## config.mk

```make
export PLATFORM = sky130hd
export DESIGN_NAME = dpst_ctrl
export DESIGN_NICKNAME = d
export VERILOG_FILES = /design/src/rtl/core/dpst_pkg.sv /design/src/rtl/core/dpst_ctrl.sv
export SDC_FILE = /design/constraint.sdc
export NUM_CORES = 1
export LEC_CHECK = 0
export BUFFER_PORTS_ARGS = -buffer_cell sky130_fd_sc_hd__buf_2
export CELL_PAD_IN_SITES_DETAIL_PLACEMENT = 1
export CELL_PAD_IN_SITES_GLOBAL_PLACEMENT = 1
export CORE_MARGIN = 3
export CORE_UTILIZATION = 40
export DETAILED_ROUTE_END_ITERATION = 10
export HOLD_SLACK_MARGIN = 0.03
export MAX_ROUTING_LAYER = met4
export PLACE_DENSITY = 0.78
export REMOVE_ABC_BUFFERS = 1
export SYNTH_ARGS = -nofsm -noshare
export SYNTH_HDL_FRONTEND = slang
export SYNTH_SLANG_ARGS = --single-unit
```

## constraint.sdc

```tcl
create_clock -name clk -period 30.2 [get_ports clk]
set_input_delay 6.04 -clock clk [delete_from_list [all_inputs] [get_ports clk]]
set_output_delay 6.04 -clock clk [all_outputs]
set_load 0.01 [all_outputs]
```

## src/rtl/core/dpst_pkg.sv

```systemverilog
`timescale 1ns / 1ps
`default_nettype none

package dpst_pkg;

	// descriptor store geometry
	localparam int NUM_SETS        = 512;
	localparam int DESCRIPTOR_BASE = 16384;
	localparam int WORDS_PER_SET   = 8;
	localparam int SET_W           = $clog2(NUM_SETS);
	localparam int ADDR_W          = SET_W + 3;
	localparam int DEPTH           = NUM_SETS * WORDS_PER_SET;

	// link address window, 18 bits hold the upper bound
	localparam logic [17:0] LINK_LO   = 18'(DESCRIPTOR_BASE);
	localparam logic [17:0] LINK_HI   = 18'(DESCRIPTOR_BASE + NUM_SETS * 32);
	localparam logic [15:0] LINK_NULL = 16'hFFFF;
	localparam logic [15:0] LINK_BASE = 16'(DESCRIPTOR_BASE);

	// opcodes
	localparam logic [1:0] OP_WRITE   = 2'd0;
	localparam logic [1:0] OP_READ    = 2'd1;
	localparam logic [1:0] OP_TRIGGER = 2'd2;
	localparam logic [1:0] OP_NOP     = 2'd3;

	// word positions within a set
	localparam logic [2:0] W_OPT  = 3'd0;
	localparam logic [2:0] W_SRC  = 3'd1;
	localparam logic [2:0] W_CNT  = 3'd2;
	localparam logic [2:0] W_DST  = 3'd3;
	localparam logic [2:0] W_BIDX = 3'd4;
	localparam logic [2:0] W_LINK = 3'd5;
	localparam logic [2:0] W_CIDX = 3'd6;
	localparam logic [2:0] W_CCNT = 3'd7;

	// option word bits
	localparam int OPT_SAM        = 0;
	localparam int OPT_DAM        = 1;
	localparam int OPT_FRAME_SYNC = 2;
	localparam int OPT_KEEP_SET   = 3;
	localparam int OPT_FWID_LSB   = 8;
	localparam int OPT_TCC_LSB    = 12;
	localparam int OPT_DONE_IRQ   = 20;
	localparam int OPT_MID_IRQ    = 21;
	localparam int OPT_DONE_CHAIN = 22;
	localparam int OPT_MID_CHAIN  = 23;

	typedef struct packed {
		logic [1:0]  opcode;
		logic [8:0]  set_index;
		logic [2:0]  word_index;
		logic [31:0] write_data;
	} cmd_t;

	typedef struct packed {
		logic               request_valid;
		logic [31:0]        source_address;
		logic [31:0]        dest_address;
		logic [15:0]        array_bytes;
		logic [15:0]        array_count;
		logic signed [15:0] source_step;
		logic signed [15:0] dest_step;
		logic [4:0]         address_mode;
		logic [5:0]         completion_code;
		logic [3:0]         event_flags;
		logic [31:0]        read_data;
	} rsp_t;

	typedef struct packed {
		logic              we;
		logic [ADDR_W-1:0] waddr;
		logic [31:0]       wdata;
		logic              re;
		logic [ADDR_W-1:0] raddr;
	} mem_req_t;

	typedef struct packed {
		logic        en;
		logic        dec;
		logic [31:0] a;
		logic [15:0] step;
	} alu_req_t;

endpackage

`default_nettype wire

```

## src/rtl/core/dpst_ctrl.sv

```systemverilog
`timescale 1ns / 1ps
`default_nettype none

module dpst_ctrl (
	input  wire logic               clk,
	input  wire logic               arst_n,
	input  wire logic               cmd_valid,
	output logic                    cmd_ready,
	input  wire dpst_pkg::cmd_t     cmd,
	output logic                    rsp_valid,
	input  wire logic               rsp_ready,
	output dpst_pkg::rsp_t          rsp,
	output dpst_pkg::mem_req_t      mem_req,
	input  wire logic [31:0]        mem_rdata,
	output dpst_pkg::alu_req_t      alu_req,
	input  wire logic [31:0]        alu_sum
);

	localparam logic [3:0] ST_CLEAR   = 4'd0;
	localparam logic [3:0] ST_IDLE    = 4'd1;
	localparam logic [3:0] ST_RDWAIT  = 4'd2;
	localparam logic [3:0] ST_FETCH   = 4'd3;
	localparam logic [3:0] ST_FWAIT   = 4'd4;
	localparam logic [3:0] ST_CHECK   = 4'd5;
	localparam logic [3:0] ST_ALU_SRC = 4'd6;
	localparam logic [3:0] ST_ALU_DST = 4'd7;
	localparam logic [3:0] ST_ALU_CNT = 4'd8;
	localparam logic [3:0] ST_ALU_END = 4'd9;
	localparam logic [3:0] ST_WBACK   = 4'd10;
	localparam logic [3:0] ST_LINK    = 4'd11;
	localparam logic [3:0] ST_LWAIT   = 4'd12;
	localparam logic [3:0] ST_DONE    = 4'd13;

	logic [3:0]                  state_q;
	logic [2:0]                  cnt_q;
	logic [dpst_pkg::ADDR_W-1:0] clr_q;
	logic                        rd_pend_q;
	logic [2:0]                  rd_word_q;
	logic                        rsp_valid_q;

	logic [dpst_pkg::SET_W-1:0]  set_q;
	logic [dpst_pkg::SET_W-1:0]  from_q;
	logic [31:0]                 words_q [8];
	logic [31:0]                 src_new_q;
	logic [31:0]                 dst_new_q;
	logic [15:0]                 bcnt_new_q;
	logic [15:0]                 ccnt_new_q;
	dpst_pkg::rsp_t              res_q;
	dpst_pkg::rsp_t              rsp_q;

	logic                        cmd_accept;
	logic                        cmd_in_range;
	logic [dpst_pkg::SET_W-1:0]  cmd_set;
	logic [31:0]                 opt;
	logic [15:0]                 acnt;
	logic [15:0]                 bcnt;
	logic [15:0]                 ccnt;
	logic                        inner;
	logic                        count_zero;
	logic [15:0]                 lnk16;
	logic [17:0]                 link_ext;
	logic [15:0]                 link_off;
	logic                        link_ok;
	logic                        final_w;
	logic [2:0]                  wb_word;
	logic [31:0]                 wb_data;
	logic                        rsp_load;

	// request handshake
	assign cmd_ready    = (state_q == ST_IDLE);
	assign cmd_accept   = cmd_valid && cmd_ready;
	assign cmd_in_range = ({1'b0, cmd.set_index} < 10'(dpst_pkg::NUM_SETS));
	assign cmd_set      = cmd.set_index[dpst_pkg::SET_W-1:0];
	assign rsp_load     = !rsp_valid_q || rsp_ready;

	// fields of the fetched set
	assign opt        = words_q[dpst_pkg::W_OPT];
	assign acnt       = words_q[dpst_pkg::W_CNT][15:0];
	assign bcnt       = words_q[dpst_pkg::W_CNT][31:16];
	assign ccnt       = words_q[dpst_pkg::W_CCNT][15:0];
	assign inner      = !opt[dpst_pkg::OPT_FRAME_SYNC] && (bcnt > 16'd1);
	assign count_zero = (acnt == 16'd0) || (bcnt == 16'd0) || (ccnt == 16'd0);
	assign final_w    = !inner && (alu_sum[15:0] == 16'd0);

	// link address check
	assign lnk16    = words_q[dpst_pkg::W_LINK][15:0];
	assign link_ext = {2'b00, lnk16};
	assign link_off = lnk16 - dpst_pkg::LINK_BASE;
	assign link_ok  = (lnk16 != dpst_pkg::LINK_NULL) && (link_ext >= dpst_pkg::LINK_LO) &&
		(link_ext + 18'd32 <= dpst_pkg::LINK_HI) && (link_off[4:0] == 5'd0);

	// write-back word select
	always_comb begin
		unique case (cnt_q[1:0])
			2'd0: begin
				wb_word = dpst_pkg::W_SRC;
				wb_data = src_new_q;
			end
			2'd1: begin
				wb_word = dpst_pkg::W_CNT;
				wb_data = {bcnt_new_q, acnt};
			end
			2'd2: begin
				wb_word = dpst_pkg::W_DST;
				wb_data = dst_new_q;
			end
			default: begin
				wb_word = dpst_pkg::W_CCNT;
				wb_data = {words_q[dpst_pkg::W_CCNT][31:16], ccnt_new_q};
			end
		endcase
	end

	// descriptor ram port
	always_comb begin
		mem_req = '0;
		unique case (state_q)
			ST_CLEAR: begin
				mem_req.we    = 1'b1;
				mem_req.waddr = clr_q;
			end
			ST_IDLE: begin
				if (cmd_accept && cmd_in_range && cmd.opcode == dpst_pkg::OP_WRITE) begin
					mem_req.we    = 1'b1;
					mem_req.waddr = {cmd_set, cmd.word_index};
					mem_req.wdata = cmd.write_data;
				end
				if (cmd_accept && cmd_in_range && cmd.opcode == dpst_pkg::OP_READ) begin
					mem_req.re    = 1'b1;
					mem_req.raddr = {cmd_set, cmd.word_index};
				end
			end
			ST_FETCH: begin
				mem_req.re    = 1'b1;
				mem_req.raddr = {set_q, cnt_q};
			end
			ST_WBACK: begin
				mem_req.we    = 1'b1;
				mem_req.waddr = {set_q, wb_word};
				mem_req.wdata = wb_data;
			end
			ST_LINK, ST_LWAIT: begin
				mem_req.re    = (state_q == ST_LINK);
				mem_req.raddr = {from_q, cnt_q};
				mem_req.we    = rd_pend_q;
				mem_req.waddr = {set_q, rd_word_q};
				mem_req.wdata = mem_rdata;
			end
			default: begin
			end
		endcase
	end

	// shared adder requests
	always_comb begin
		alu_req = '0;
		unique case (state_q)
			ST_ALU_SRC: begin
				alu_req.en = 1'b1;
				alu_req.a  = words_q[dpst_pkg::W_SRC];
				if (!opt[dpst_pkg::OPT_SAM]) begin
					alu_req.step = inner ? words_q[dpst_pkg::W_BIDX][15:0] :
						words_q[dpst_pkg::W_CIDX][15:0];
				end
			end
			ST_ALU_DST: begin
				alu_req.en = 1'b1;
				alu_req.a  = words_q[dpst_pkg::W_DST];
				if (!opt[dpst_pkg::OPT_DAM]) begin
					alu_req.step = inner ? words_q[dpst_pkg::W_BIDX][31:16] :
						words_q[dpst_pkg::W_CIDX][31:16];
				end
			end
			ST_ALU_CNT: begin
				alu_req.en  = 1'b1;
				alu_req.dec = 1'b1;
				alu_req.a   = {16'd0, inner ? bcnt : ccnt};
			end
			default: begin
			end
		endcase
	end

	// sequencer
	always_ff @(posedge clk or negedge arst_n) begin
		if (!arst_n) begin
			state_q     <= ST_CLEAR;
			cnt_q       <= '0;
			clr_q       <= '0;
			rd_pend_q   <= 1'b0;
			rd_word_q   <= '0;
			rsp_valid_q <= 1'b0;
		end else begin
			rd_pend_q <= mem_req.re && (state_q == ST_FETCH || state_q == ST_LINK);
			rd_word_q <= cnt_q;
			// response register: loaded on handoff, cleared when taken
			if (state_q == ST_DONE && rsp_load) begin
				rsp_valid_q <= 1'b1;
			end else if (rsp_valid_q && rsp_ready) begin
				rsp_valid_q <= 1'b0;
			end
			unique case (state_q)
				ST_CLEAR: begin
					clr_q <= clr_q + dpst_pkg::ADDR_W'(1);
					if (clr_q == dpst_pkg::ADDR_W'(dpst_pkg::DEPTH - 1)) begin
						state_q <= ST_IDLE;
					end
				end
				ST_IDLE: begin
					if (cmd_accept) begin
						cnt_q <= '0;
						if (cmd_in_range && cmd.opcode == dpst_pkg::OP_READ) begin
							state_q <= ST_RDWAIT;
						end else if (cmd_in_range && cmd.opcode == dpst_pkg::OP_TRIGGER) begin
							state_q <= ST_FETCH;
						end else begin
							state_q <= ST_DONE;
						end
					end
				end
				ST_RDWAIT: state_q <= ST_DONE;
				ST_FETCH: begin
					cnt_q <= cnt_q + 3'd1;
					if (cnt_q == 3'd7) begin
						state_q <= ST_FWAIT;
					end
				end
				ST_FWAIT: state_q <= ST_CHECK;
				ST_CHECK: state_q <= count_zero ? ST_DONE : ST_ALU_SRC;
				ST_ALU_SRC: state_q <= ST_ALU_DST;
				ST_ALU_DST: state_q <= ST_ALU_CNT;
				ST_ALU_CNT: state_q <= ST_ALU_END;
				ST_ALU_END: begin
					cnt_q   <= '0;
					state_q <= opt[dpst_pkg::OPT_KEEP_SET] ? ST_DONE : ST_WBACK;
				end
				ST_WBACK: begin
					if (cnt_q == 3'd3) begin
						cnt_q   <= '0;
						state_q <= res_q.event_flags[3] ? ST_LINK : ST_DONE;
					end else begin
						cnt_q <= cnt_q + 3'd1;
					end
				end
				ST_LINK: begin
					cnt_q <= cnt_q + 3'd1;
					if (cnt_q == 3'd7) begin
						state_q <= ST_LWAIT;
					end
				end
				ST_LWAIT: state_q <= ST_DONE;
				ST_DONE: begin
					if (rsp_load) begin
						state_q <= ST_IDLE;
					end
				end
				default: state_q <= ST_IDLE;
			endcase
		end
	end

	// fetched words land in the cycle after their read, from the registered ram output
	always_ff @(posedge clk) begin
		if (rd_pend_q && (state_q == ST_FETCH || state_q == ST_FWAIT)) begin
			words_q[rd_word_q] <= mem_rdata;
		end
	end

	// result assembly and updated set values
	always_ff @(posedge clk) begin
		unique case (state_q)
			ST_IDLE: begin
				if (cmd_accept) begin
					res_q <= '0;
					set_q <= cmd_set;
				end
			end
			ST_RDWAIT: res_q.read_data <= mem_rdata;
			ST_CHECK: begin
				if (!count_zero) begin
					res_q.request_valid   <= 1'b1;
					res_q.source_address  <= words_q[dpst_pkg::W_SRC];
					res_q.dest_address    <= words_q[dpst_pkg::W_DST];
					res_q.array_bytes     <= acnt;
					res_q.array_count     <= opt[dpst_pkg::OPT_FRAME_SYNC] ? bcnt : 16'd1;
					res_q.source_step     <= $signed(words_q[dpst_pkg::W_BIDX][15:0]);
					res_q.dest_step       <= $signed(words_q[dpst_pkg::W_BIDX][31:16]);
					res_q.address_mode    <= {opt[dpst_pkg::OPT_FWID_LSB +: 3], opt[1:0]};
					res_q.completion_code <= opt[dpst_pkg::OPT_TCC_LSB +: 6];
				end
			end
			ST_ALU_DST: src_new_q <= alu_sum;
			ST_ALU_CNT: dst_new_q <= alu_sum;
			ST_ALU_END: begin
				if (inner) begin
					bcnt_new_q <= alu_sum[15:0];
					ccnt_new_q <= ccnt;
				end else begin
					ccnt_new_q <= alu_sum[15:0];
					bcnt_new_q <= opt[dpst_pkg::OPT_FRAME_SYNC] ? bcnt :
						words_q[dpst_pkg::W_LINK][31:16];
				end
				from_q <= link_off[dpst_pkg::SET_W+4:5];
				res_q.event_flags <= {
					!opt[dpst_pkg::OPT_KEEP_SET] && final_w && link_ok,
					final_w ? opt[dpst_pkg::OPT_DONE_CHAIN] : opt[dpst_pkg::OPT_MID_CHAIN],
					final_w ? opt[dpst_pkg::OPT_DONE_IRQ] : opt[dpst_pkg::OPT_MID_IRQ],
					final_w
				};
			end
			ST_DONE: begin
				if (rsp_load) begin
					rsp_q <= res_q;
				end
			end
			default: begin
			end
		endcase
	end

	assign rsp_valid = rsp_valid_q;
	assign rsp       = rsp_q;

`ifndef SYNTH
	// no ram write while the set is being fetched, checked or its updates computed
	a_no_write_mid_update: assert property (@(posedge clk) disable iff (!arst_n)
		(state_q == ST_FETCH || state_q == ST_FWAIT || state_q == ST_CHECK ||
		 state_q == ST_ALU_SRC || state_q == ST_ALU_DST || state_q == ST_ALU_CNT ||
		 state_q == ST_ALU_END) |-> !mem_req.we)
		else $error("ram write during set update");

	// an accepted in-range trigger starts the fetch
	a_trigger_fetch: assert property (@(posedge clk) disable iff (!arst_n)
		(cmd_accept && cmd_in_range && cmd.opcode == dpst_pkg::OP_TRIGGER) |=>
		(state_q == ST_FETCH && cnt_q == 3'd0))
		else $error("trigger did not start fetch");

	// a transfer request never carries a zero count
	a_nonzero_counts: assert property (@(posedge clk) disable iff (!arst_n)
		(rsp_valid_q && rsp_q.request_valid) |->
		(rsp_q.array_bytes != 16'd0 && rsp_q.array_count != 16'd0))
		else $error("request with zero count");

	// linking happens only on a final request
	a_link_final: assert property (@(posedge clk) disable iff (!arst_n)
		(rsp_valid_q && rsp_q.event_flags[3]) |->
		(rsp_q.event_flags[0] && rsp_q.request_valid))
		else $error("link without final request");

	// flags only accompany a request
	a_flags_need_request: assert property (@(posedge clk) disable iff (!arst_n)
		(rsp_valid_q && !rsp_q.request_valid) |-> (rsp_q.event_flags == 4'd0))
		else $error("flags without request");
`endif

endmodule

`default_nettype wire

```

==> out/results.md <==
| Result | Reported | Unit |
|:---|:---|:---|
| Result of the run | finished, final reports clean | - |
| Most frequent cell on the critical path | buf_2 | - |
| Ratio of routed vias to standard cells | 5.62 | - |
| Overflow after GRT | 0 | - |
| Combined area of all synthesized cells | 27,200 | um2 |
| Beginning of the worst register-to-register path | state_q[0] | - |
| Number of port buffers | 399 | - |
| DP HPWL | 55,300 | um |
| Number of global-route vias before repair | 17,200 | - |
| Aggregate routed wire length | 87,000 | um |
| Ys Warns | 0 | - |
| Worst-path clk slew | 0.06 | ns |
| Number of standard cells after synthesis | 1,559 | - |
| Clk sinks | 731 | - |
| HP Start | res_q[136] | - |
| Maximum number of pins on one net before global-route repair | 141 | - |
| Most instantiated flip-flop cell in the synthesis netlist | edfxtp_1 | - |
| NumNets Final | 2,113 | - |
| Total of hold buffers inserted after clock tree synthesis | 0 | - |
| Number of antenna-violating nets in the routed design | 0 | - |
| Pins Over Slew Limit | 0 | - |
| Initial DRC Count | 1,725 | - |
| Height of the chip | 267 | um |
| Cell taking the most area after synthesis | edfxtp_1 | - |
| Commonest non-fill, non-tap cell in the layout | edfxtp_1 | - |
| Number of design rule violations left after detail routing | 0 | - |
| Buffers from clock root to sink, at most | 3 | - |
| FP Rows | 95 | - |
| DRT Pass-1 Iters | 6 | - |
| Number of enable-type register cells in the synthesized netlist | 707 | - |
| First-pass GRT wire length | 121,000 | um |
| Layout cells sized above 1 | 28.9 | % |
| Post-synthesis sequential area ratio | 80.1 | % |
| Synthesis-to-finish area growth | 20.5 | % |
| Synth area leaders | edfxtp_1 78%, and2_1 2.9%, mux2i_1 2.5%, dfrtp_1 2.2%, a222oi_1 1.5% | - |
| Antenna violations before repair | 14 | - |
| Non-filler cells, final | 2,932 | - |
| Clock latency on the worst-skew pair | 0.62 | ns |
| Worst Setup SP | cmd_valid | - |
| H-tree depth | 3 | - |
| Top library cells by usage in the layout, fill and taps aside | 707 x edfxtp_1, 399 x buf_2, 124 x and2_1, 82 x clkbuf_16, 67 x mux2i_1 | - |
| Synthesized flop and latch total | 731 | - |
| Number of distinct library cell variants in the gate-level netlist after synthesis | 57 | - |
| TritonCTS clock tree | done | - |
| Critical path required time | 24.16 | ns |
| Proportion of netlist area held by the largest area contributor | 77.9 | % |
| # setup viols final | 0 | - |
| Worst setup path category | in2out | - |
| Chip Width | 267 | um |
| Highest ir drop seen on vdd | 0.0679 | mV |
| Total non-filler cell area in the finished layout | 32,800 | um2 |
| Max_slew headroom | 12.1 | % |
| Final sum of negative setup slack | 0 | ns |
| Class of the tightest hold or removal check | reg2reg | - |
| Max cap viols | 0 | - |
| Total power density per cell area | 85.0 | nW/um2 |
| Highest net fanout along the worst path | 27 | - |
| Effective utilization at floorplan | 40.5 | % |
| Dpl cell area | 30,400 | um2 |
| Number of instances resized during post-cts repair | 0 | - |
| Crit-path slowest cell | and2_2 | - |
| Design Power | 2.79 | mW |
| Avg Inst Size Synth | 17.5 | um2 |
| Core Footprint | 67,300 | um2 |
| Final RePlAce weighted congestion | 0.770 | - |
| Worst Path Arrival | 8.15 | ns |
| Number of clock buffers inserted by TritonCTS | 79 | - |
| Actual slew at the worst max-slew pin | 1.31 | ns |
| Root cell of the clock tree | clkbuf_16 | - |
| Final Critical Period | 14.19 | ns |
| Lkg Pwr | 12.3 | nW |
| Count of endpoints failing hold in the final timing report | 0 | - |
| Critical Path Source Type | input pin | - |
| Post-CTS Setup Inserts | 0 | - |
| Placed Cells incl. Taps | 2,779 | - |
| Worst clock skew on the final layout | 0.0269 | ns |
| Total routing usage reported by global routing | 24.6 | % |
| Final hold slack | 0.412 | ns |
| Area of the die | 71,300 | um2 |
| Number of top-level pins | 400 | - |
| Upper clock frequency limit | 70.5 | MHz |
| Setup repair after global routing missed its margin | no | - |
| Cells along the critical path | buf_2, and3_4, and2_2, buf_4, a22oi_1, o21ai_1, buf_2 | - |
| Endpoint kind of the worst setup timing path | output pin | - |
| Total via count after detailed routing | 16,500 | - |
| Routed length per placed instance | 29.7 | um |
| Crit-path max cell delay | 0.65 | ns |
| Share of the clock period used by the worst path | 47.0 | % |
| Ys async rst share | 3.28 | % |
cells by family after synthesis:
| logic type | Yosys count | synth area share [%] |
|---|---|---|
| AOI/OAI and AO/OA | 274 | 7.04 |
| and+or+nand+nor | 342 | 7.15 |
| DFF | 731 | 80.1 |
| xor gates and xnor gates | 11 | 0.354 |
| muxes | 84 | 3.16 |
| adders and majority gates | 12 | 0.551 |
| buffers and inverters | 105 | 1.62 |
power by group:
part           switching [mW]  internal [mW]  total [mW]  leakage (nW)
clock                   0.387          0.521       0.909          1.17
sequential             0.0651           1.29        1.35          6.85
combinational           0.380          0.149       0.529          4.26
total                   0.832           1.96        2.79          12.3
through the flow:
| step | utilization (%) | setup WS [ns] |
|---|---|---|
| 6_report | 48.8 | 16.01 |
| 3_5_place_dp | 45.2 | 16.04 |
| 3_3_place_gp | 45.2 | 16.21 |
| 4_1_cts | 48.7 | 16.04 |
| 2_1_floorplan | - | 13.84 |
| 5_1_grt | 48.8 | 15.94 |
final cells by class:
cell class / instances / area [um2]
antenna: 13 / 32.5
clock buffer: 97 / 2110
clock inverter: 43 / 305
fill: 6468 / 34500
inverter: 20 / 75.1
multi-input combinational: 723 / 5120
sequential: 731 / 21800
tap: 873 / 1090
timing repair buffer: 432 / 2260
cells in the mapped netlist, drive strengths merged (2+ instances only):
cell / instances
nor2b: 9
o22ai: 17
xor2: 3
nor4: 17
a22o: 29
nand2: 34
clkbuf: 62
a21o: 10
nor3: 12
and2: 126
or3: 5
mux2: 17
buf: 23
or2: 2
mux2i: 67
and4: 2
a22oi: 49
nand2b: 11
a221o: 3
dfrtp: 24
xnor2: 8
and3: 50
nand4: 6
a222oi: 41
inv: 20
nor2: 56
a31oi: 2
a21oi: 38
nand3: 6
edfxtp: 707
o221ai: 2
ha: 12
o21ai: 75
sequential cells by signal, indices dropped and copies added, names as in the netlist:
signal      cells
state_q         4
rsp_valid       1
rd_word_q       3
words_q       241
set_q           9
bcnt_new_q     16
clr_q          12
res_q         176
cnt_q           3
rd_pend_q       1
ccnt_new_q     16
from_q          9
src_new_q      32
rsp           176
dst_new_q      32
layer usage:
layer  share of wire (%)  global-route usage (%)  wire length [um]  vias up
met5                   0                       -                 0        -
met4                 2.8                    8.08              2430        0
met3                 6.1                    4.06              5330      109
met2                  51                    41.3             44000      708
met1                  41                    30.7             35200     8640
li1                    -                       -                 -     7015
final timing paths:
check	to	slack, ns	depth (start not counted)
max	mem_req[44]	16.01	7
min	rsp[136]	0.41	0
max reg2reg	rsp[60]	26.63	5
min reg2reg	rsp[136]	0.41	0
max in group asynchronous	clr_q[5]	24.37	1
min in group asynchronous	rsp_valid	5.43	1
critical path, delay by kind of cell:
kind	cells	cell delay, ns
buf+inv	3	0.77
simple gates	2	0.95
compound gates	2	0.34
(Power assumes the default switching activity.)
