--- src/rtl/core/dpst_pkg.sv ---
`timescale 1ns / 1ps
`default_nettype none

package dpst_pkg;

	// descriptor store geometry
	localparam int NUM_SETS        = 512;
	localparam int DESCRIPTOR_BASE = 16384;
	localparam int WORDS_PER_SET   = 8;
	localparam int SET_W           = $clog2(NUM_SETS);
	localparam int ADDR_W          = SET_W + 3;
	localparam int DEPTH           = NUM_SETS * WORDS_PER_SET;

	// link address window, 18 bits hold the upper bound
	localparam logic [17:0] LINK_LO   = 18'(DESCRIPTOR_BASE);
	localparam logic [17:0] LINK_HI   = 18'(DESCRIPTOR_BASE + NUM_SETS * 32);
	localparam logic [15:0] LINK_NULL = 16'hFFFF;
	localparam logic [15:0] LINK_BASE = 16'(DESCRIPTOR_BASE);

	// opcodes
	localparam logic [1:0] OP_WRITE   = 2'd0;
	localparam logic [1:0] OP_READ    = 2'd1;
	localparam logic [1:0] OP_TRIGGER = 2'd2;
	localparam logic [1:0] OP_NOP     = 2'd3;

	// word positions within a set
	localparam logic [2:0] W_OPT  = 3'd0;
	localparam logic [2:0] W_SRC  = 3'd1;
	localparam logic [2:0] W_CNT  = 3'd2;
	localparam logic [2:0] W_DST  = 3'd3;
	localparam logic [2:0] W_BIDX = 3'd4;
	localparam logic [2:0] W_LINK = 3'd5;
	localparam logic [2:0] W_CIDX = 3'd6;
	localparam logic [2:0] W_CCNT = 3'd7;

	// option word bits
	localparam int OPT_SAM        = 0;
	localparam int OPT_DAM        = 1;
	localparam int OPT_FRAME_SYNC = 2;
	localparam int OPT_KEEP_SET   = 3;
	localparam int OPT_FWID_LSB   = 8;
	localparam int OPT_TCC_LSB    = 12;
	localparam int OPT_DONE_IRQ   = 20;
	localparam int OPT_MID_IRQ    = 21;
	localparam int OPT_DONE_CHAIN = 22;
	localparam int OPT_MID_CHAIN  = 23;

	typedef struct packed {
		logic [1:0]  opcode;
		logic [8:0]  set_index;
		logic [2:0]  word_index;
		logic [31:0] write_data;
	} cmd_t;

	typedef struct packed {
		logic               request_valid;
		logic [31:0]        source_address;
		logic [31:0]        dest_address;
		logic [15:0]        array_bytes;
		logic [15:0]        array_count;
		logic signed [15:0] source_step;
		logic signed [15:0] dest_step;
		logic [4:0]         address_mode;
		logic [5:0]         completion_code;
		logic [3:0]         event_flags;
		logic [31:0]        read_data;
	} rsp_t;

	typedef struct packed {
		logic              we;
		logic [ADDR_W-1:0] waddr;
		logic [31:0]       wdata;
		logic              re;
		logic [ADDR_W-1:0] raddr;
	} mem_req_t;

	typedef struct packed {
		logic        en;
		logic        dec;
		logic [31:0] a;
		logic [15:0] step;
	} alu_req_t;

endpackage

`default_nettype wire

--- src/rtl/core/dpst_alu.sv ---
`timescale 1ns / 1ps
`default_nettype none

module dpst_alu (
	input  wire logic                clk,
	input  wire dpst_pkg::alu_req_t  req,
	output logic [31:0]              sum
);

	logic [31:0] operand;
	logic [31:0] sum_q;

	// sign-extended step, or all ones for a decrement
	assign operand = req.dec ? 32'hFFFF_FFFF : {{16{req.step[15]}}, req.step};

	// shared adder, result registered
	always_ff @(posedge clk) begin
		if (req.en) begin
			sum_q <= req.a + operand;
		end
	end

	assign sum = sum_q;

endmodule

`default_nettype wire

--- config.mk ---
export PLATFORM = sky130hd
export DESIGN_NAME = dpst_alu
export DESIGN_NICKNAME = d
export VERILOG_FILES = /design/src/rtl/core/dpst_pkg.sv /design/src/rtl/core/dpst_alu.sv
export SDC_FILE = /design/constraint.sdc
export NUM_CORES = 1
export LEC_CHECK = 0
export ABC_AREA = 1
export CORE_ASPECT_RATIO = 0.5
export CORE_MARGIN = 1.5
export CORE_UTILIZATION = 45
export CTS_CLUSTER_DIAMETER = 200
export DETAILED_ROUTE_END_ITERATION = 10
export DONT_BUFFER_PORTS = 1
export GPL_TIMING_DRIVEN = 0
export PLACE_DENSITY = 0.66
export SLEW_MARGIN = 5
export SYNTH_ARGS = -nofsm -noshare
export SYNTH_HDL_FRONTEND = slang
export SYNTH_SLANG_ARGS = --single-unit
--- constraint.sdc ---
create_clock -name clk -period 7.55 [get_ports clk]
set_input_delay 2.265 -clock clk [delete_from_list [all_inputs] [get_ports clk]]
set_output_delay 2.265 -clock clk [all_outputs]
set_load 0.02 [all_outputs]
==> reports/qor.csv, run 1 <==
stage,metric,value,unit
outcome,outcome,completed,
place,Final GP Congestion,0.861,
global_routing,GR Layer Usage met1,27.3,%
global_routing,largest net degree at the start of global routing,33,
power_and_ir_drop,sw frac,36.0,%
final_layout,area grow syn2layout,7.35,%
setup_path,Critical Path RT,7.58,ns
power_and_ir_drop,Net Sw Power,0.000239,W
cts,clock sink count,32,
final_layout,Largest register FFs,32,
setup_path,critical path's largest stage delay,0.41,ns
final_layout,Final #Nets,651,
route,DRC,0,
cts,clock slew at reported path FFs,0.05,ns
place,setup slack at placement,3.01,ns
setup_path,"Top cell by count, worst path",nand3_1,
die,Die Wd,128,um
sta,crit path time final,4.27,ns
synth,cells after synthesis,558,
route,Detailed Routing Iterations Pass 1,4,
die,DIE AREA,8440,um^2
cts,Post-CTS Setup Bufs,0,
setup_path,Worst setup SP type,primary input,
synth,ranking of synthesized cells by area,"edfxtp_1 (27%), nand2_1 (24%), inv_1 (12%)",
setup_path,cells along the critical path,"clkbuf_1, or2_2, ha_1, inv_1, fa_1, inv_1, nand3_1, nand3_1, nand3_1, nand3_1, nand2_1, nand3_1, nand2_1",
power_and_ir_drop,Cell Int Power,0.000425,W
global_routing,busiest grt layer,met2,
sta,"Worst Setup Slack, final",3.28,ns
global_routing,first-pass GRT wire length,13400,um
sta,Max transition margin,60.7,%
sta,RSZ-0062 raised after global routing,no,
cts,clk root buf,clkbuf_16,
sta,TNS Setup,0,ns
route,post-route ant nets,0,
flow_run,max-cap check violation count,0,
power_and_ir_drop,logic gate share of total power,30.5,%
global_routing,met2 Usage GRT,32.8,%
setup_path,crit path max fanout,10,
cts,# resized after CTS,0,
sta,Fin. Hold Viols,0,
sta,Setup Viol. Count Final,0,
final_layout,share of cells above drive strength 1,9.06,%
synth,Post-synth EDFFs,32,
setup_path,arrival time of the worst setup path,4.30,ns
cts,htree depth,2,
global_routing,number of global-route vias before repair,2862,
global_routing,total gr overflow,0,
power_and_ir_drop,maximum VDD drop,0.0813,mV
setup_path,crit end category,flip-flop,
place,Final HPWL DP,6770,um
synth,synth unique cells,25,
synth,most common cell in the netlist,nand2_1,
power_and_ir_drop,Design Power,0.000664,W
setup_path,Crit Path Class,primary input to flip-flop,
die,Die Height,65.7,um
synth,ys async rst share,0,%
worst_hold_path,HP Class,primary input to flip-flop,
cts,CTS buffer count,5,
synth,Mapped Avg Cell Area,6.34,um^2
route,DR WL/cell,12.1,um
final_layout,"Design Area, Final",3800,um^2
synth,Yosys top cell area share,27.1,%
power_and_ir_drop,Pwr Density,175,nW/um^2
final_layout,ant diodes,0,
sta,Final Max Tran Viols,0,
place,# port buffers,0,
sta,worst slew pin tran,0.588,ns
power_and_ir_drop,clock share of power,27.6,%
global_routing,GR Layer Usage met3,6.19,%
power_and_ir_drop,sequential share of power,41.9,%
final_layout,fill cell count,773,
synth,Synth Flop Type,edfxtp_1,
route,final wirelength,8120,um
route,initial DRC count,161,
sta,Fmax,0.234,GHz
die,Ports,83,
synth,sequential fraction of the synthesis area,27.1,%
synth,area of the mapped netlist,3540,um^2
die,starting density of the core,47.5,%
sta,final period utilization,56.5,%
power_and_ir_drop,Lkg Pwr,2.18,nW
die,Core Rows,22,
route,Via Count,3136,
cts,CTS Hold Bufs,0,
global_routing,antenna violations before repair,0,
die,core box area,7460,um^2
setup_path,"Slowest-stage cell, CP",fa_1,
synth,post-synth net total,644,
synth,commonest cells in the netlist,"nand2_1 (223), inv_1 (115), nor2_1 (38)",
cts,Clock Path Buffers,2,
place,Placed Area,3670,um^2
synth,post-synthesis register bit count,32,
cts,CTS tree,done,
synth,Ys Warns,0,
global_routing,Total GRT Usage,20.4,%
synth,"area leader, netlist",edfxtp_1,
route,Via density,4.67,
[critical path: cells and delay by family]
family / cells / cell delay [ns]
adder cells (fa/ha/maj): 2 / 0.60
buffers and inverters: 3 / 0.52
AND/OR/NAND/NOR: 8 / 0.92
[metrics by stage]
stage          utilization [%]  std cells  hold WS [ns]
4_1_cts                   50.9        671          2.10
6_report                  50.9        671          2.10
3_3_place_gp              49.3        666          2.38
5_1_grt                   50.9        671          2.09
3_5_place_dp              49.3        666          2.38
2_1_floorplan                -        558          2.38
[final timing paths]
kind                     from  endpoint  slack (ns)  depth (start not counted)
worst min-delay path  req[49]   sum[30]        2.10                          0
worst max-delay path  req[48]   sum[28]        3.28                         13
[cell usage in the layout (no fill, tap or decap)]
| cell | count |
|---|---|
| a21oi_2 | 1 |
| a21o_1 | 1 |
| nor2_1 | 38 |
| nand3_1 | 25 |
| nand3_2 | 3 |
| or2_4 | 1 |
| nor2_2 | 4 |
| nor3_1 | 1 |
| xor2_1 | 13 |
| inv_2 | 5 |
| clkbuf_1 | 1 |
| inv_1 | 115 |
| nor3_2 | 2 |
| nand4_1 | 4 |
| xnor2_1 | 2 |
| or2_2 | 14 |
| edfxtp_1 | 32 |
| fa_1 | 1 |
| clkbuf_16 | 5 |
| nand2_4 | 1 |
| ha_1 | 34 |
| o21bai_1 | 2 |
| a21oi_1 | 20 |
| o21bai_2 | 1 |
| nand2_1 | 223 |
| nand2_2 | 14 |
[per-layer routing]
| layer | vias up | wire length (um) |
|---|---|---|
| met5 | - | 0 |
| met4 | 0 | 87 |
| met3 | 8 | 721 |
| met2 | 78 | 3290 |
| met1 | 1342 | 4020 |
| li1 | 1708 | - |
[layout make-up]
| class | count | area [um^2] | area share (%) |
|---|---|---|---|
| plain buffers | 1 | 3.75 | 0.0988 |
| clock buffers | 5 | 125 | 3.29 |
| multi-input cells | 405 | 2120 | 55.9 |
| well taps | 108 | 135 | 3.56 |
| flip-flops and latches | 32 | 961 | 25.3 |
| inverters | 120 | 450 | 11.9 |
[power by group through the flow]
| stage | Sequential (W) | Clock (W) | Combinational (W) |
|---|---|---|---|
| after CTS | 0.000279 | 0.000187 | 0.000203 |
| after detailed placement | 0.000283 | 0 | 0.000202 |
| after floorplan | 0.000280 | 0 | 0.000162 |
| after global placement | 0.000283 | 0 | 0.000199 |
| final | 0.000278 | 0.000183 | 0.000203 |
| after global routing | 0.000281 | 0.000194 | 0.000236 |
[cells by family after synthesis]
kind of cell / after synthesis / share of synthesized area [%]
simple gates: 330 / 39.7
xor+xnor: 15 / 3.71
buf+inv: 121 / 12.8
flops: 32 / 27.1
fa+ha+maj: 35 / 12.6
compound gates: 25 / 4.03
Power figures use the tool's default switching activity.
==> run 2, diff against run 1 <==
ABC_AREA = 0   (was 1)
PLACE_DENSITY = 0.68   (was 0.66)
clock period = 3.6 ns   (was 7.55 ns; I/O delays follow)
==> reports/qor.csv, run 2 <==
stage,metric,value,unit,change
power_and_ir_drop,Pwr Density,446,nW/um^2,was 175 nW/um^2
global_routing,Total GRT Usage,18.9,%,was 20.4%
place,Final HPWL DP,4880,um,was 6770 um
sta,worst slew pin tran,0.438,ns,was 0.588 ns
cts,clock sink count,32,,unchanged
setup_path,Critical Path RT,3.64,ns,was 7.58 ns
final_layout,Largest register FFs,32,,unchanged
synth,ranking of synthesized cells by area,"edfxtp_1 (34%), ha_1 (15%), a21oi_1 (5.0%)",,"was edfxtp_1 (27%), nand2_1 (24%), inv_1 (12%)"
route,initial DRC count,145,,was 161
route,final wirelength,6330,um,was 8120 um
outcome,outcome,completed,,unchanged
synth,Synth Flop Type,edfxtp_1,,unchanged
route,DR WL/cell,16.1,um,was 12.1 um
synth,area of the mapped netlist,2800,um^2,was 3540 um^2
global_routing,first-pass GRT wire length,9720,um,was 13400 um
power_and_ir_drop,Net Sw Power,0.000466,W,was 0.000239 W
cts,clock slew at reported path FFs,0.05,ns,about the same
setup_path,crit end category,flip-flop,,unchanged
final_layout,area grow syn2layout,9.96,%,was 7.35%
flow_run,max-cap check violation count,0,,unchanged
sta,Fin. Hold Viols,0,,unchanged
cts,CTS buffer count,5,,unchanged
final_layout,fill cell count,585,,was 773
route,Detailed Routing Iterations Pass 1,4,,unchanged
power_and_ir_drop,Design Power,0.00137,W,was 0.000664 W
sta,Final Max Tran Viols,0,,unchanged
sta,TNS Setup,0,ns,unchanged
worst_hold_path,Hold Path Stages,0,,unchanged
die,DIE AREA,6740,um^2,was 8440 um^2
cts,CTS tree,done,,unchanged
place,# port buffers,0,,unchanged
setup_path,crit path max fanout,10,,unchanged
synth,Mapped Avg Cell Area,9.47,um^2,was 6.34 um^2
power_and_ir_drop,Cell Int Power,0.000909,W,was 0.000425 W
final_layout,Final Util,51.1,%,was 50.9%
die,Core Rows,20,,was 22
final_layout,"Design Area, Final",3080,um^2,was 3800 um^2
route,Via density,5.78,,was 4.67
setup_path,Crit Path Class,primary input to flip-flop,,unchanged
setup_path,arrival time of the worst setup path,3.41,ns,was 4.30 ns
sta,final period utilization,93.7,%,
global_routing,total gr overflow,0,,unchanged
cts,clk root buf,clkbuf_16,,unchanged
global_routing,largest net degree at the start of global routing,33,,unchanged
route,DRC,0,,unchanged
cts,Clock Path Buffers,2,,unchanged
die,Ports,83,,unchanged
synth,post-synthesis register bit count,32,,unchanged
synth,"area leader, netlist",edfxtp_1,,unchanged
synth,most common cell in the netlist,ha_1,,was nand2_1
place,Placed Area,2910,um^2,was 3670 um^2
final_layout,"commonest non-fill, non-tap cell in the layout",ha_1,,was nand2_1
synth,Post-synth EDFFs,32,,unchanged
power_and_ir_drop,maximum VDD drop,0.173,mV,was 0.0813 mV
die,core box area,6030,um^2,was 7460 um^2
synth,sequential fraction of the synthesis area,34.3,%,was 27.1%
setup_path,Worst setup SP type,primary input,,unchanged
sta,Max transition margin,70.8,%,was 60.7%
global_routing,number of global-route vias before repair,2112,,was 2862
route,post-route ant nets,0,,unchanged
synth,post-synth net total,382,,was 644
synth,cells after synthesis,296,,was 558
synth,Ys Warns,0,,unchanged
route,Via Count,2270,,was 3136
cts,htree depth,2,,unchanged
power_and_ir_drop,Lkg Pwr,1.19,nW,was 2.18 nW
die,starting density of the core,46.5,%,was 47.5%
final_layout,Final #Nets,390,,was 651
die,Die Wd,115,um,was 128 um
synth,commonest cells in the netlist,"ha_1 (34), edfxtp_1 (32), a21oi_1 (28)",,"was nand2_1 (223), inv_1 (115), nor2_1 (38)"
power_and_ir_drop,logic gate share of total power,26.4,%,was 30.5%
worst_hold_path,HP Class,primary input to flip-flop,,unchanged
final_layout,ant diodes,0,,unchanged
synth,Yosys top cell area share,34.3,%,was 27.1%
place,Final GP Congestion,0.845,,was 0.861
sta,Setup Viol. Count Final,0,,unchanged
sta,RSZ-0062 raised after global routing,no,,unchanged
synth,synth unique cells,43,,was 25
power_and_ir_drop,sequential share of power,43.7,%,was 41.9%
die,Die Height,58.8,um,was 65.7 um
power_and_ir_drop,clock share of power,30.0,%,was 27.6%
final_layout,"commonest cells after routing, fill and taps aside","ha_1 (34), edfxtp_1 (32), a21oi_1 (27), nand2_1 (27), nor2_1 (18)",,"was nand2_1 (223), inv_1 (115), nor2_1 (38)"
sta,crit path time final,3.37,ns,
cts,CTS Hold Bufs,0,,unchanged
synth,ys async rst share,0,%,unchanged
final_layout,share of cells above drive strength 1,11.8,%,was 9.06%
global_routing,antenna violations before repair,0,,unchanged
sta,Fmax,0.296,GHz,
power_and_ir_drop,sw frac,33.9,%,was 36.0%
run 2: cell count changes after synthesis, moves of 8 or more:
cell,before,now
a21oi_1,20,28
nand3_1,25,5
nand2_2,14,0
o21ai_0,0,18
xnor2_1,2,16
nand2_1,223,27
nor2_1,38,18
inv_1,115,7
a21o_1,1,10
run 2: worst max-delay path: stages:
cell      delay (ns)
clkbuf_2        0.16
or2_2           0.32
ha_1            0.35
o21a_1          0.23
o31ai_1         0.08
a31oi_2         0.12
o32a_4          0.43
a211o_1         0.31
a221oi_2        0.24
xnor2_1         0.08
run 2: cell families (layout without fill, tap and decap cells):
group | Yosys count | after routing | synth area share (%)
AO/OA/AOI/OAI | 89 | 89 | 21.0
XOR/XNOR | 29 | 29 | 9.06
adder cells (fa/ha/maj) | 35 | 35 | 15.9
buffers and inverters | 14 | 23 | 1.92
flip-flops | 32 | 32 | 34.3
multiplexers | 2 | 2 | 0.714
AND/OR/NAND/NOR | 95 | 95 | 17.1
run 2: final timing paths:
kind	end	from
min	sum[28]	req[49]
max	sum[29]	req[48]
run 2: metal layers:
metal  share of wire (%)  track usage, %
met1                  47            24.3
met2                  44            30.6
met3                 6.3            5.97
met4                 2.0            6.61
met5                   0               0
run 2: metrics by stage:
stage               worst slack (ns)  hold slack (ns)  instances
floorplan                     0.0728             1.19        296
global placement              -0.317             1.19        384
detailed placement            -0.348             1.19        384
CTS                           0.0293            0.903        392
global route                  0.0654            0.900        393
finish                         0.226            0.905        393
run 2: layout make-up:
class	count	area [um^2]	area share [%]
timing repair buffer	1	7.51	0.244
buffer	7	28.8	0.934
inverter	7	26.3	0.853
multi-input combinational	250	1810	58.8
clock inverter	1	3.75	0.122
tap	88	110	3.57
sequential	32	961	31.2
clock buffer	7	133	4.30
run 2: what timing repair did:
item,CTS,global route
buffers inserted,0,1
resized for setup,2,7
pin swaps,0,1
setup endpoints to repair,4,7
run 2: power by group through the flow:
stage,clock network [W],logic [W],registers (W)
finish,0.000412,0.000362,0.000600
floorplan,0,0.000286,0.000601
global placement,0,0.000345,0.000609
CTS,0.000420,0.000355,0.000602
global route,0.000431,0.000404,0.000608
detailed placement,0,0.000353,0.000610
==> run 3, diff against run 2 <==
--- a/config.mk
+++ b/config.mk
@@ -13,5 +13,5 @@
 export DETAILED_ROUTE_END_ITERATION = 10
 export DONT_BUFFER_PORTS = 1
-export GPL_TIMING_DRIVEN = 0
+export GPL_TIMING_DRIVEN = 1
 export PLACE_DENSITY = 0.68
 export SLEW_MARGIN = 5
==> constraint.sdc (replaced) <==
create_clock -name clk -period 3.6 [get_ports clk]
set_input_delay 0.72 -clock clk [delete_from_list [all_inputs] [get_ports clk]]
set_output_delay 0.72 -clock clk [all_outputs]
set_load 0.02 [all_outputs]
==> reports/qor.csv, run 3 (synthesis gave the netlist of run 2 again) <==
stage,metric,value,unit,change
outcome,outcome,completed,,unchanged
worst_hold_path,HP Class,primary input to flip-flop,,unchanged
global_routing,Total GRT Usage,19.0,%,was 18.9%
setup_path,Crit path max-delay family,simple AND/OR/NAND/NOR gates,,was compound AO/OA/AOI/OAI gates
cts,clock slew at reported path FFs,0.05,ns,about the same
global_routing,largest net degree at the start of global routing,33,,unchanged
route,Via Count,2259,,was 2270
final_layout,share of cells above drive strength 1,10.7,%,was 11.8%
sta,TNS Setup,0,ns,unchanged
route,DRC,0,,unchanged
die,Ports,83,,unchanged
sta,"Worst Setup Slack, final",0.572,ns,was 0.226 ns
final_layout,"commonest cells after routing, fill and taps aside","ha_1 (34), edfxtp_1 (32), a21oi_1 (28)",,"was ha_1 (34), edfxtp_1 (32), a21oi_1 (27), nand2_1 (27), nor2_1 (18)"
place,Final GP Congestion,0.913,,was 0.845
final_layout,fill cell count,540,,was 585
die,DIE AREA,6740,um^2,unchanged
final_layout,Final Util,50.9,%,was 51.1%
setup_path,critical path's largest stage delay,0.36,ns,was 0.43 ns
place,# port buffers,0,,unchanged
sta,worst slew pin tran,0.510,ns,was 0.438 ns
final_layout,multi-input combinational cell area,1790,um^2,was 1810 um^2
power_and_ir_drop,Pwr Density,467,nW/um^2,was 446 nW/um^2
power_and_ir_drop,Lkg Pwr,1.19,nW,about the same
route,Detailed Routing Iterations Pass 1,4,,unchanged
final_layout,ant diodes,0,,unchanged
die,Die Wd,115,um,unchanged
global_routing,number of global-route vias before repair,2104,,was 2112
global_routing,antenna violations before repair,0,,unchanged
final_layout,Largest register FFs,32,,unchanged
sta,crit path time final,3.03,ns,was 3.37 ns
power_and_ir_drop,maximum VDD drop,0.161,mV,was 0.173 mV
cts,clock sink count,32,,unchanged
setup_path,arrival time of the worst setup path,3.05,ns,was 3.41 ns
sta,final period utilization,84.1,%,was 93.7%
global_routing,first-pass GRT wire length,9810,um,was 9720 um
setup_path,Crit Path Class,primary input to flip-flop,,unchanged
sta,Fin Hold WS,0.552,ns,was 0.905 ns
power_and_ir_drop,Design Power,0.00143,W,was 0.00137 W
final_layout,"commonest non-fill, non-tap cell in the layout",ha_1,,unchanged
die,Core Rows,20,,unchanged
setup_path,cells along the critical path,"or2_2, buf_4, ha_1, and4_1, and3_1, a221oi_2, nor2_1, nor3_1, o21ai_1, xor2_1",,"was clkbuf_2, or2_2, ha_1, o21a_1, o31ai_1, a31oi_2, o32a_4, a211o_1, a221oi_2, xnor2_1"
sta,Fmax,0.330,GHz,was 0.296 GHz
setup_path,Critical Path RT,3.62,ns,was 3.64 ns
die,Die Height,58.8,um,unchanged
setup_path,crit end category,flip-flop,,unchanged
flow_run,max-cap check violation count,0,,unchanged
final_layout,register area,961,um^2,unchanged
cts,CTS Hold Bufs,0,,unchanged
cts,clk root buf,clkbuf_16,,unchanged
final_layout,area grow syn2layout,9.55,%,was 9.96%
route,final wirelength,6300,um,was 6330 um
route,initial DRC count,133,,was 145
setup_path,crit path max fanout,17,,was 10
cts,# resized after CTS,0,,was 2
route,Via density,5.82,,was 5.78
sta,Fin. Hold Viols,0,,unchanged
sta,Setup Viol. Count Final,0,,unchanged
cts,Post-CTS Setup Bufs,0,,unchanged
cts,CTS tree,done,,unchanged
cts,htree depth,2,,unchanged
sta,RSZ-0062 raised after global routing,no,,unchanged
setup_path,Worst setup SP type,primary input,,unchanged
route,post-route ant nets,0,,unchanged
sta,Max transition margin,65.7,%,was 70.8%
global_routing,total gr overflow,0,,unchanged
cts,Clock Path Buffers,2,,unchanged
setup_path,"Slowest-stage cell, CP",ha_1,,was o32a_4
route,DR WL/cell,16.2,um,was 16.1 um
setup_path,Critical path buffers and inverters,1,,unchanged
place,Final HPWL DP,4950,um,was 4880 um
sta,Final Max Tran Viols,0,,unchanged
final_layout,Final #Nets,385,,was 390
die,starting density of the core,46.5,%,unchanged
place,setup slack at placement,0.288,ns,was -0.348 ns
die,core box area,6030,um^2,unchanged
cts,CTS buffer count,5,,unchanged
## run 3: cell types whose count changed in the layout (fill, tap and decap cells not counted), moves of 2 or more
cell / before / now
clkbuf_1: 7 / 0
o21ai_2: 3 / 1
nor3_2: 2 / 0
buf_4: 1 / 3
nor3_1: 3 / 5
o21ai_0: 16 / 18
## run 3: final timing paths
kind / endpoint / from / cells after the start
hold / removal: sum[27] / req[49] / 0
setup / recovery: sum[28] / req[48] / 10
## run 3: per-stage QoR
step / instance area (um^2) / std cells
global placement: 2910 / 380
floorplan: 2800 / 296
finish: 3070 / 388
detailed placement: 2910 / 380
CTS: 3070 / 388
global route: 3070 / 388
## run 3: area by class of cell
type,instances,share of cell area (%)
sequential,32,31.3
inverter,7,0.856
timing repair buffer,3,0.733
clock buffer,5,4.07
tap,88,3.59
clock inverter,3,1.22
multi-input combinational,250,58.2
## run 3: power breakdown
group	leakage (nW)	internal, W	switching [W]
logic	0.797	0.000151	0.000206
registers	0.313	0.000502	0.0000980
clock network	0.0789	0.000321	0.000156
## run 3: metal layers
metal  vias to the layer above  wire length (um)  track usage, %
li1                       1126                 -               -
met1                      1050              3000            24.9
met2                        73              2860            30.6
met3                        10               339            5.05
met4                         0                98            6.79
met5                         -                 0               0
